===== config.mk =====
export PLATFORM = sky130hd
export DESIGN_NAME = bidirectional_word_substitution_unit
export DESIGN_NICKNAME = d
export VERILOG_FILES = /design/src/bws_pkg.sv /design/src/bidirectional_word_substitution_unit.sv /design/src/bws_ram.sv /design/src/bws_datapath.sv /design/src/bws_ctrl.sv
export SDC_FILE = /design/constraint.sdc
export NUM_CORES = 2
export LEC_CHECK = 0
export ABC_CLOCK_PERIOD_IN_PS = 9390
export BUFFER_PORTS_ARGS = -buffer_cell sky130_fd_sc_hd__buf_2
export CORE_UTILIZATION = 40
export DETAILED_ROUTE_END_ITERATION = 16
export MAX_ROUTING_LAYER = met4
export PLACE_DENSITY_LB_ADDON = 0.08
export SYNTH_ARGS = -nofsm -noshare
export SYNTH_HDL_FRONTEND = slang
export SYNTH_SLANG_ARGS = --single-unit

===== constraint.sdc =====
create_clock -name i_clk -period 9.39 [get_ports i_clk]
set_clock_uncertainty 0.05 [all_clocks]
set_input_delay 1.878 -clock i_clk [delete_from_list [all_inputs] [get_ports i_clk]]
set_output_delay 1.878 -clock i_clk [all_outputs]
set_load 0.005 [all_outputs]

===== src/bws_pkg.sv =====
package bws_pkg;

    localparam int MAX_PAIRS  = 16;
    localparam int KEY_LEN    = 8;
    localparam int NUM_WORDS  = 2 * MAX_PAIRS;
    localparam int STORE_DEPTH = NUM_WORDS * KEY_LEN;
    localparam int WORD_W     = $clog2(NUM_WORDS);
    localparam int POS_W      = $clog2(KEY_LEN);
    localparam int LEN_W      = 4;
    localparam int LA_DEPTH   = KEY_LEN + 1;
    localparam int FILL_W     = 4;
    localparam int WCNT_W     = WORD_W + 1;
    localparam int PCNT_W     = 5;

    localparam logic CMD_LOAD = 1'b0;
    localparam logic CMD_TEXT = 1'b1;

    typedef struct packed {
        logic load_accept;   // load word taken this cycle
        logic text_accept;   // text word taken this cycle
        logic push;          // emit one byte into the pending slot
        logic push_ram;      // pushed byte comes from the keyword store
        logic flush;         // move pending byte out, end of step
        logic drop_one;
        logic drop_word;
        logic set_pass;
        logic clr_pass;
        logic w_clr;
        logic w_inc;
        logic j_clr;
        logic j_inc;
        logic lat_len;
        logic lat_olen;
        logic rd_other;      // length read targets the partner word
        logic rd_emit;       // char read targets the partner word
    } t_dp_cmd;

    typedef struct packed {
        logic decide_req;
        logic pass;
        logic w_done;
        logic len_bad;
        logic char_eq;
        logic j_last;
        logic olen_zero;
        logic e_last;
        logic out_free;
        logic pend_valid;
    } t_dp_stat;

endpackage


===== src/bidirectional_word_substitution_unit.sv =====
// channel  | direction | contents
// s_axis   | in        | tuser: cmd; tdata: pair_index, side, char_pos, key_char,
//          |           |   word_length, text_byte; tlast: last
// m_axis   | out       | tdata: out_byte; tlast: out_last
// cfg      | in        | pair_count, written when i_cfg_we is high
//
// A load word is written into the keyword tables as it is accepted. A text word
// passes through accept, final check and finish plus one scan per decision: each
// decision has a check step, each pair word tried reads its length and then its
// characters one at a time, a match reads the partner length, and each emitted
// byte is pushed directly (pass) or read from the store first (replacement); all
// of it is set by the single read port of the keyword store. A final word flushes
// up to 8 decisions. Synchronous active-low reset clears the lookahead and the
// table count; the table itself holds garbage until loaded. Output stalls hold
// the scan in place, and the last byte of each step waits in a one-word slot.
module bidirectional_word_substitution_unit
    import bws_pkg::*;
(
    input  logic        i_clk,
    input  logic        i_rst_n,
    input  logic        i_cfg_we,
    input  logic [4:0]  i_cfg_data,
    input  logic        s_axis_tvalid,
    output logic        s_axis_tready,
    input  logic [31:0] s_axis_tdata,  // pair_index[3:0] side[4] char_pos[7:5]
                                       // key_char[15:8] word_length[19:16]
                                       // text_byte[27:20] zero[31:28]
    input  logic        s_axis_tuser,  // cmd[0]
    input  logic        s_axis_tlast,
    output logic        m_axis_tvalid,
    input  logic        m_axis_tready,
    output logic [7:0]  m_axis_tdata,  // out_byte[7:0]
    output logic        m_axis_tlast
);

    t_dp_cmd  cmd;
    t_dp_stat stat;

    bws_datapath u_dp (
        .i_clk      (i_clk),
        .i_rst_n    (i_rst_n),
        .i_cfg_we   (i_cfg_we),
        .i_cfg_data (i_cfg_data),
        .i_s_tdata  (s_axis_tdata),
        .i_s_tlast  (s_axis_tlast),
        .i_cmd      (cmd),
        .o_stat     (stat),
        .i_m_tready (m_axis_tready),
        .o_m_tvalid (m_axis_tvalid),
        .o_m_tdata  (m_axis_tdata),
        .o_m_tlast  (m_axis_tlast)
    );

    bws_ctrl u_ctrl (
        .i_clk      (i_clk),
        .i_rst_n    (i_rst_n),
        .i_s_tvalid (s_axis_tvalid),
        .i_s_tuser  (s_axis_tuser),
        .o_s_tready (s_axis_tready),
        .i_stat     (stat),
        .o_cmd      (cmd)
    );

endmodule


===== src/bws_ram.sv =====
module bws_ram #(
    parameter int WIDTH = 8,
    parameter int DEPTH = 256
) (
    input  logic                     i_clk,
    input  logic                     i_we,
    input  logic [$clog2(DEPTH)-1:0] i_waddr,
    input  logic [WIDTH-1:0]         i_wdata,
    input  logic [$clog2(DEPTH)-1:0] i_raddr,
    output logic [WIDTH-1:0]         o_rdata
);

    logic [WIDTH-1:0] r_mem [DEPTH];
    logic [WIDTH-1:0] r_rdata;

    always_ff @(posedge i_clk) begin
        if (i_we) begin
            r_mem[i_waddr] <= i_wdata;
        end
        r_rdata <= r_mem[i_raddr];
    end

    assign o_rdata = r_rdata;

endmodule


===== src/bws_datapath.sv =====
module bws_datapath
    import bws_pkg::*;
(
    input  logic        i_clk,
    input  logic        i_rst_n,
    input  logic        i_cfg_we,
    input  logic [PCNT_W-1:0] i_cfg_data,
    input  logic [31:0] i_s_tdata,
    input  logic        i_s_tlast,
    input  t_dp_cmd     i_cmd,
    output t_dp_stat    o_stat,
    input  logic        i_m_tready,
    output logic        o_m_tvalid,
    output logic [7:0]  o_m_tdata,
    output logic        o_m_tlast
);

    logic [PCNT_W-1:0] r_pair_count;
    logic [7:0]        r_la [LA_DEPTH];
    logic [FILL_W-1:0] r_fill;
    logic              r_pass;
    logic              r_last;
    logic [WCNT_W-1:0] r_w;
    logic [POS_W-1:0]  r_j;
    logic [LEN_W-1:0]  r_lenw;
    logic [LEN_W-1:0]  r_olen;
    logic              r_pend_valid;
    logic [7:0]        r_pend;
    logic              r_out_valid;
    logic [7:0]        r_out;
    logic              r_out_last;

    logic [3:0]        s_pidx;
    logic              s_side;
    logic [POS_W-1:0]  s_pos;
    logic [7:0]        s_kchar;
    logic [LEN_W-1:0]  s_wlen;
    logic [7:0]        s_text;

    logic [WORD_W-1:0] w_word;
    logic [WORD_W-1:0] w_other;
    logic [WORD_W-1:0] len_raddr;
    logic [LEN_W-1:0]  len_rdata;
    logic [7:0]        st_waddr;
    logic [7:0]        st_raddr;
    logic [7:0]        st_rdata;
    logic [PCNT_W-1:0] active;
    logic [FILL_W-1:0] drop_k;
    logic [LEN_W-1:0]  j_next;
    logic              out_free;
    logic [7:0]        push_byte;

    assign s_pidx  = i_s_tdata[3:0];
    assign s_side  = i_s_tdata[4];
    assign s_pos   = i_s_tdata[7:5];
    assign s_kchar = i_s_tdata[15:8];
    assign s_wlen  = i_s_tdata[19:16];
    assign s_text  = i_s_tdata[27:20];

    assign w_word  = r_w[WORD_W-1:0];
    assign w_other = {w_word[WORD_W-1:1], ~w_word[0]};
    assign len_raddr = i_cmd.rd_other ? w_other : w_word;
    assign st_waddr  = {s_pidx, s_side, s_pos};
    assign st_raddr  = i_cmd.rd_emit ? {w_other, r_j} : {w_word, r_j};

    bws_ram #(.WIDTH(LEN_W), .DEPTH(NUM_WORDS)) u_len_ram (
        .i_clk   (i_clk),
        .i_we    (i_cmd.load_accept),
        .i_waddr ({s_pidx, s_side}),
        .i_wdata (s_wlen),
        .i_raddr (len_raddr),
        .o_rdata (len_rdata)
    );

    bws_ram #(.WIDTH(8), .DEPTH(STORE_DEPTH)) u_store_ram (
        .i_clk   (i_clk),
        .i_we    (i_cmd.load_accept),
        .i_waddr (st_waddr),
        .i_wdata (s_kchar),
        .i_raddr (st_raddr),
        .o_rdata (st_rdata)
    );

    assign active   = (r_pair_count > PCNT_W'(MAX_PAIRS)) ? PCNT_W'(MAX_PAIRS) : r_pair_count;
    assign j_next   = LEN_W'(r_j) + LEN_W'(1);
    assign out_free = !r_out_valid || i_m_tready;
    assign drop_k   = i_cmd.drop_word ? r_lenw : FILL_W'(1);
    assign push_byte = i_cmd.push_ram ? st_rdata : r_la[0];

    assign o_stat.decide_req = (r_fill >= FILL_W'(KEY_LEN)) || (r_last && r_fill != '0);
    assign o_stat.pass       = r_pass;
    assign o_stat.w_done     = r_w >= WCNT_W'({active, 1'b0});
    assign o_stat.len_bad    = (len_rdata == '0) || (len_rdata > LEN_W'(KEY_LEN))
                               || (len_rdata > r_fill);
    assign o_stat.char_eq    = st_rdata == r_la[r_j];
    assign o_stat.j_last     = j_next == r_lenw;
    assign o_stat.olen_zero  = r_olen == '0;
    assign o_stat.e_last     = j_next == r_olen;
    assign o_stat.out_free   = out_free;
    assign o_stat.pend_valid = r_pend_valid;

    // lookahead: append on text words, shift out on drops
    always_ff @(posedge i_clk) begin
        if (i_cmd.text_accept) begin
            r_la[r_fill] <= s_text;
        end else if (i_cmd.drop_one || i_cmd.drop_word) begin
            for (int i = 0; i < LA_DEPTH; i++) begin
                if (i + int'(drop_k) < LA_DEPTH) begin
                    r_la[i] <= r_la[i + int'(drop_k)];
                end
            end
        end
        if (i_cmd.lat_len) begin
            r_lenw <= len_rdata;
        end
        if (i_cmd.lat_olen) begin
            r_olen <= (len_rdata > LEN_W'(KEY_LEN)) ? LEN_W'(KEY_LEN) : len_rdata;
        end
        if (i_cmd.push) begin
            r_pend <= push_byte;
        end
        if (i_cmd.push && r_pend_valid) begin
            r_out      <= r_pend;
            r_out_last <= 1'b0;
        end else if (i_cmd.flush && r_pend_valid) begin
            r_out      <= r_pend;
            r_out_last <= r_last;
        end
    end

    always_ff @(posedge i_clk) begin
        if (!i_rst_n) begin
            r_pair_count <= '0;
            r_fill       <= '0;
            r_pass       <= 1'b0;
            r_last       <= 1'b0;
            r_w          <= '0;
            r_j          <= '0;
            r_pend_valid <= 1'b0;
            r_out_valid  <= 1'b0;
        end else begin
            if (i_cfg_we) begin
                r_pair_count <= i_cfg_data;
            end
            if (i_cmd.text_accept) begin
                r_fill <= r_fill + FILL_W'(1);
                r_last <= i_s_tlast;
            end else if (i_cmd.drop_one || i_cmd.drop_word) begin
                r_fill <= r_fill - drop_k;
            end else if (i_cmd.flush && r_last) begin
                r_fill <= '0;
            end
            if (i_cmd.set_pass) begin
                r_pass <= 1'b1;
            end else if (i_cmd.clr_pass || (i_cmd.flush && r_last)) begin
                r_pass <= 1'b0;
            end
            if (i_cmd.w_clr) begin
                r_w <= '0;
            end else if (i_cmd.w_inc) begin
                r_w <= r_w + WCNT_W'(1);
            end
            if (i_cmd.j_clr) begin
                r_j <= '0;
            end else if (i_cmd.j_inc) begin
                r_j <= r_j + POS_W'(1);
            end
            if (i_cmd.push) begin
                r_pend_valid <= 1'b1;
            end else if (i_cmd.flush) begin
                r_pend_valid <= 1'b0;
            end
            if ((i_cmd.push || i_cmd.flush) && r_pend_valid) begin
                r_out_valid <= 1'b1;
            end else if (i_m_tready) begin
                r_out_valid <= 1'b0;
            end
        end
    end

    assign o_m_tvalid = r_out_valid;
    assign o_m_tdata  = r_out;
    assign o_m_tlast  = r_out_last;

endmodule


===== src/bws_ctrl.sv =====
module bws_ctrl
    import bws_pkg::*;
(
    input  logic     i_clk,
    input  logic     i_rst_n,
    input  logic     i_s_tvalid,
    input  logic     i_s_tuser,
    output logic     o_s_tready,
    input  t_dp_stat i_stat,
    output t_dp_cmd  o_cmd
);

    typedef enum logic [3:0] {
        S_IDLE, S_CHECK, S_PASS, S_WORD, S_WLEN, S_CRD, S_CCMP,
        S_OLRD, S_OLEN, S_ERD, S_EPUSH, S_NOMATCH, S_FINISH
    } t_state;

    t_state r_state;
    t_state n_state;

    always_ff @(posedge i_clk) begin
        if (!i_rst_n) begin
            r_state <= S_IDLE;
        end else begin
            r_state <= n_state;
        end
    end

    assign o_s_tready = r_state == S_IDLE;

    always_comb begin
        o_cmd   = '0;
        n_state = r_state;
        case (r_state)
            S_IDLE: begin
                if (i_s_tvalid) begin
                    if (i_s_tuser == CMD_TEXT) begin
                        o_cmd.text_accept = 1'b1;
                        n_state = S_CHECK;
                    end else begin
                        o_cmd.load_accept = 1'b1;
                    end
                end
            end
            S_CHECK: begin
                if (!i_stat.decide_req) begin
                    n_state = S_FINISH;
                end else if (i_stat.pass) begin
                    n_state = S_PASS;
                end else begin
                    o_cmd.w_clr = 1'b1;
                    n_state = S_WORD;
                end
            end
            S_PASS: begin
                if (i_stat.out_free) begin
                    o_cmd.push     = 1'b1;
                    o_cmd.drop_one = 1'b1;
                    o_cmd.clr_pass = 1'b1;
                    n_state = S_CHECK;
                end
            end
            S_WORD: begin
                // length read of the current word issued here
                o_cmd.j_clr = 1'b1;
                n_state = i_stat.w_done ? S_NOMATCH : S_WLEN;
            end
            S_WLEN: begin
                if (i_stat.len_bad) begin
                    o_cmd.w_inc = 1'b1;
                    n_state = S_WORD;
                end else begin
                    o_cmd.lat_len = 1'b1;
                    n_state = S_CRD;
                end
            end
            S_CRD: begin
                n_state = S_CCMP;
            end
            S_CCMP: begin
                if (!i_stat.char_eq) begin
                    o_cmd.w_inc = 1'b1;
                    n_state = S_WORD;
                end else if (i_stat.j_last) begin
                    o_cmd.rd_other = 1'b1;
                    n_state = S_OLRD;
                end else begin
                    o_cmd.j_inc = 1'b1;
                    n_state = S_CRD;
                end
            end
            S_OLRD: begin
                o_cmd.rd_other = 1'b1;
                o_cmd.lat_olen = 1'b1;
                o_cmd.j_clr    = 1'b1;
                n_state = S_OLEN;
            end
            S_OLEN: begin
                o_cmd.rd_emit = 1'b1;
                if (i_stat.olen_zero) begin
                    o_cmd.drop_word = 1'b1;
                    o_cmd.set_pass  = 1'b1;
                    n_state = S_CHECK;
                end else begin
                    n_state = S_ERD;
                end
            end
            S_ERD: begin
                o_cmd.rd_emit = 1'b1;
                n_state = S_EPUSH;
            end
            S_EPUSH: begin
                o_cmd.rd_emit = 1'b1;
                if (i_stat.out_free) begin
                    o_cmd.push     = 1'b1;
                    o_cmd.push_ram = 1'b1;
                    if (i_stat.e_last) begin
                        o_cmd.drop_word = 1'b1;
                        o_cmd.set_pass  = 1'b1;
                        n_state = S_CHECK;
                    end else begin
                        o_cmd.j_inc = 1'b1;
                        n_state = S_ERD;
                    end
                end
            end
            S_NOMATCH: begin
                if (i_stat.out_free) begin
                    o_cmd.push     = 1'b1;
                    o_cmd.drop_one = 1'b1;
                    n_state = S_CHECK;
                end
            end
            S_FINISH: begin
                // pending word leaves with tlast set when the step ends the text
                if (i_stat.out_free || !i_stat.pend_valid) begin
                    o_cmd.flush = 1'b1;
                    n_state = S_IDLE;
                end
            end
            default: begin
                n_state = S_IDLE;
            end
        endcase
    end

endmodule

# ---- Word-level counts from Yosys, hierarchy flattened
# Memory sizes are Yosys's and may differ from the RTL's. A register that Yosys moved wholly into a read port is not among the register bits.
# Cells that the tools add are included.
# W data, S select, Z words.
dict set report classes {
  reduce_logical 31
  n_mux 110
  n_lt_le_gt_ge 14
  bitwise 2
  add_sub_neg 13
  n_eq_ne 20
}
# op n
set op_table {}
lappend op_table {{$lt A32 B5 Y1 const B} 8}
lappend op_table {{$mux W1} 73}
lappend op_table {{$mux W4} 15}
lappend op_table {{$pmux W4 S12} 1}
lappend op_table {{$mux W8} 4}
lappend op_table {{$add A3 B4 Y5 const A} 4}
lappend op_table {{$eq A4 B4 Y1 const B} 5}
lappend op_table {{$eq A4 B3 Y1 const B} 4}
lappend op_table {{$mux W2} 7}
lappend op_table {{$logic_not A4 Y1} 3}
lappend op_table {{$mux W3} 4}
lappend op_table {{$add A2 B4 Y5 const A} 2}
lappend op_table {{$eq A4 B2 Y1 const B} 2}
lappend op_table {{$eq A4 B4 Y1} 2}
lappend op_table {{$eq A8 B8 Y1} 1}
lappend op_table {{$logic_or A1 B1 Y1} 8}
lappend op_table {{$pmux W1 S2} 4}
lappend op_table {{$reduce_bool A2 Y1} 4}
lappend op_table {{$reduce_or A2 Y1} 4}
lappend op_table {{$reduce_or A8 Y1} 1}
lappend op_table {{$add A6 B1 Y6 const B} 1}
lappend op_table {{$ge A6 B6 Y1} 1}
lappend op_table {{$ne A2 B1 Y1 const B} 3}
lappend op_table {{$add A1 B4 Y5 const A} 1}
lappend op_table {{other kinds (21)} 28}
dict set report totals {
  inputBits 44
  mem_bits_rw 2248
  output_inout_bits 11
  ff_bits 51
  mem_count 3
}
# memory words width read_ports rd_ports_with_merged_regs wr line_no
set memory_table {}
lappend memory_table {u_dp.u_store_ram.r_mem 256 8 1 1 1 bws_ram.sv:13} ;# logic [WIDTH-1:0] r_mem [DEPTH];
lappend memory_table {u_dp.u_len_ram.r_mem 32 4 1 1 1 bws_ram.sv:13}
lappend memory_table {u_dp.r_la 9 8 11 1 9 bws_datapath.sv:19} ;# logic [7:0] r_la [LA_DEPTH];

# ---- Logic depth before layout (Yosys ltp)
dict set report depth {
  word_depth 13
  depth_mapped 18
  depth_no_buf 15
}

# ---- By module
# Synthesis repeated with hierarchy kept, for this count alone.
dict set report unflattened {
  cells_unflattened 5216
  area_unflattened_um2 97858.9
}
# mod cells_each area_per_inst_um2 n_inst
set by_module_without_submodules {}
lappend by_module_without_submodules {{bws_ram (u_dp.u_store_ram)} 3733 79556.3 1}
lappend by_module_without_submodules {bws_datapath 1168 12510.7 1}
lappend by_module_without_submodules {{bws_ram (u_dp.u_len_ram)} 231 5138.7 1}
lappend by_module_without_submodules {bws_ctrl 84 653.1 1}

# ---- Least setup slack after synthesis
# OpenSTA, ideal clock, no wires.
dict set report synth_timing {
  kind {input -> register}
  start {input port m_axis_tready}
  end {memory u_dp.r_la[5][6], data pin}
  required_time_ns 9.080
  path_stages 16
  t_arrival_ns 5.077
  setup_slack_ns 4.004
  n_path_buf 5
  cell_sequence {nand2b_1 nand2_1 a2111oi_1 o21a_2 and2_1 buf_4 inv_2 buf_6 buf_4 ha_1 buf_1 clkbuf_1 mux4_2 a211oi_1 a21oi_1 mux2_2}
}
# element line_no
set synth_lines {}
lappend synth_lines {{start, declared} bidirectional_word_substitution_unit.sv:31} ;# input logic m_axis_tready,
lappend synth_lines {{end, declared} bws_datapath.sv:19}

==> qor.yml <==
gp_congestion: 0.8683
cts_buffers: 279
fin_crit_sh_pct: 66.06
drive_above_1_share_pct: 25.66
synth_cell_types: 71
status: "complete, no violations"
cap_violations: 0
holdBufCountCts: 0
synth_edf_count: 2328
fp.dieW_um: 496.0
total_power_mw: 25.08
antenna_found_initial: 14
syn_area_per_cell_um2: 20.08
clockBufferDepth: 4
ys_warn_count: 0
cts-root-buf: "clkbuf_16"
critPathBufInv: 2
final.setup.tns_ps: 0
cp_max_fo: 36
async_flop_share_pct: 0
dr.pass1.iters: 5
syn_area_um2: 97610
start_util_pct: 40.39
crit_path_cell_trace: "ha_1 > xor2_1 > or3_1 > a2111oi_1 > o21a_2 > and2_4 > clkinv_2 > ha_2 > buf_4 > mux4_2 > a211oi_1 > a21oi_1 > mux2_2"
hold_path_depth: 0
cts_tree: "yes"
grt_util_all_layers_pct: 22.02
clk_latency_ps: 930
leakagePower_nw: 33.84
die_h_um: 496.0
ioPinCount: 55
ys_ff_latch: 2370
syn_inst: 4861
fillers: 20490
crit_arrival_ps: 6800
routed_wl_um: 261300
worstRegToRegCells: 13
vias: 47900
rsz0062_at_grt: "false"
design.die.area_um2: 246000
dr.first_iter.drc_count: 4027
worst_path_max_delay_cell: "ha_2"
post_cts.repair.setup_buffers: 0
crit_type: "reg -> reg"
io_buffers: 50
ant_nets: 0
powerDensity_nw_per_um2: 228.3
viasPerCell: 5.733
clk_pin_slew_ps: 60
cts_resized: 0
grt_overflow: 0
setup_ws_ps: 3187
area_growth_pct: 12.56
cts.sinks: 2370
cpPeakStageDelay_ps: 1050
r2r_end: "u_dp.r_la[5][7]"
holdCritPathClass: "reg -> reg"
synth_top_area_share_pct: 71.62
grt_first_pass_wirelength_um: 372500
wl_per_cell_um: 31.28
ys.flop_type: "edfxtp_1"
std_cell_rows: 180
synth_largest_area_cell: "edfxtp_1"
cpLargestDelayFamily: "adder cells"
finalCriticalPeriod_ps: 6203
worst_setup_path_end_kind: "register"
core_um2: 241700
drc: 0
setup-violations-final: 0
timing.rr.start: "u_dp.r_j[0]"
crit_start: "u_dp.r_j[0]"
mostFrequentLayoutCell: "edfxtp_1"
worst-r2r-setup-slack_ps: 3190
required_ps: 9990
worst_pin_slew_ps: 1195
relSlewSlack_pct: 20.32
hold_viol: 0
grt_pass1_vias: 48930
synth-seq-area-share_pct: 72.48
grt_max_degree: 142
hpwlAfterDp_um: 157900
htreeDepth: 5
hold_end: "u_dp.o_m_tdata[6]"
ir_drop_uv: 354.2
place_worst_setup_slack_ps: 2330
drv_slew: 0
finalNetCount: 5043
cp-start-kind: "register"
mappedNetlistNets: 4929
fmax_mhz: 161.2
min_from: "u_dp.r_pend[6]"
most-common-layout-cells: "edfxtp_1, mux4_2, nor2_1"
synth_area_leaders: "edfxtp_1, mux4_2, mux2i_1, nor2_1, dfxtp_1"
[synthesized netlist by cell type, types with 11 or more instances]
| master | count |
|---|---|
| edfxtp_1 | 2328 |
| mux4_2 | 739 |
| nor2_1 | 399 |
| mux2i_1 | 224 |
| clkbuf_1 | 194 |
| nand2_1 | 170 |
| a21oi_1 | 115 |
| o21ai_0 | 84 |
| buf_2 | 65 |
| mux2_2 | 56 |
| inv_1 | 47 |
| dfxtp_1 | 42 |
| buf_1 | 32 |
| a221oi_1 | 31 |
| nor2b_1 | 29 |
| nand3_1 | 26 |
| ha_1 | 24 |
| o22ai_1 | 23 |
| a22oi_1 | 20 |
| xnor2_1 | 20 |
| and2_1 | 12 |
| nand2b_1 | 12 |
| buf_6 | 11 |
| nand4_1 | 11 |
| xor2_1 | 11 |
[logic make-up (layout without fill, tap and decap cells)]
| group | count (synthesis) | after routing | share of synthesized area, % |
|---|---|---|---|
| adder cells (fa/ha/maj) | 25 | 25 | 0.3179 |
| flip-flops | 2370 | 2370 | 72.48 |
| AO/OA/AOI/OAI | 347 | 347 | 2.242 |
| buffers and inverters | 358 | 657 | 1.568 |
| multiplexers | 1021 | 1021 | 20.02 |
| other | 0 | 10 | 0 |
| XOR/XNOR | 31 | 31 | 0.2782 |
| AND/OR/NAND/NOR | 709 | 709 | 3.098 |
[power by group]
group / switching, mW / internal [mW] / total (mW) / leakage (nW)
combinational: 1.83 / 1.08 / 2.91 / 8.48
clock: 4.17 / 5.99 / 10.2 / 4.09
sequential: 0.202 / 11.8 / 12.0 / 21.3
total: 6.20 / 18.9 / 25.1 / 33.8
[layer usage]
| layer | GRT usage, % | wire [µm] | vias up |
|---|---|---|---|
| li1 | - | - | 20370 |
| met1 | 30.78 | 117000 | 25940 |
| met2 | 34.51 | 127200 | 1292 |
| met3 | 3.214 | 12830 | 307 |
| met4 | 4.482 | 4314 | 0 |
| met5 | - | 0 | - |
[sequential cells by signal, summed over array words and instances, names as in the netlist, named ones only]
name,cells
u_dp.u_store_ram.r_mem,2048
u_dp.r_la,128
u_dp.u_len_ram.r_mem,128
u_dp.o_m_tdata,8
u_dp.r_pend,8
u_dp.u_store_ram.o_rdata,8
u_dp.r_w,6
u_dp.r_pair_count,5
u_ctrl.r_state,4
u_dp.r_fill,4
u_dp.r_lenw,4
u_dp.r_olen,4
u_dp.u_len_ram.o_rdata,4
u_dp.r_j,3
u_dp.o_m_tlast,1
u_dp.o_m_tvalid,1
u_dp.r_last,1
u_dp.r_pass,1
u_dp.r_pend_valid,1
[through the flow]
step | hold WS [ps] | cells | util (%) | cell area [µm²]
2_1_floorplan | 350.3 | 4861 | - | 97610
3_3_place_gp | 360.1 | 7879 | 41.99 | 101500
6_report | 366.5 | 8355 | 45.47 | 109900
5_1_grt | 376.2 | 8353 | 45.47 | 109900
4_1_cts | 366.7 | 8345 | 45.46 | 109900
3_5_place_dp | 356.1 | 7879 | 41.99 | 101500
[layout make-up]
type / instances / area [µm²] / area share (%)
flip-flops and latches: 2370 / 70760 / 64.40
multi-input cells: 2133 / 25430 / 23.15
clock buffers: 348 / 7357 / 6.696
well taps: 3185 / 3985 / 3.627
repair buffers: 141 / 1101 / 1.002
clock inverters: 118 / 1022 / 0.9304
inverters: 50 / 190.2 / 0.1731
diodes: 10 / 25.02 / 0.02277
[worst max path at each step]
stage	endpoint	slack (ps)	depth (start not counted)
2_1_floorplan	u_dp.r_la[5][6]	4000	16
5_1_grt	u_dp.r_la[5][7]	2860	13
3_3_place_gp	u_dp.r_la[5][7]	2300	13
6_report	u_dp.r_la[5][7]	3190	13
4_1_cts	u_dp.r_la[5][7]	3080	13
3_5_place_dp	u_dp.r_la[5][7]	2330	13
[worst reg2reg max path: stages (launching register included)]
cell and delay [ps]:
dfxtp_4 740, ha_1 340, xor2_1 100, or3_1 330
a2111oi_1 430, o21a_2 420, and2_4 230, clkinv_2 650
ha_2 1050, buf_4 480, mux4_2 460, a211oi_1 290
a21oi_1 70, mux2_2 310
Power figures use the tool's default switching activity.
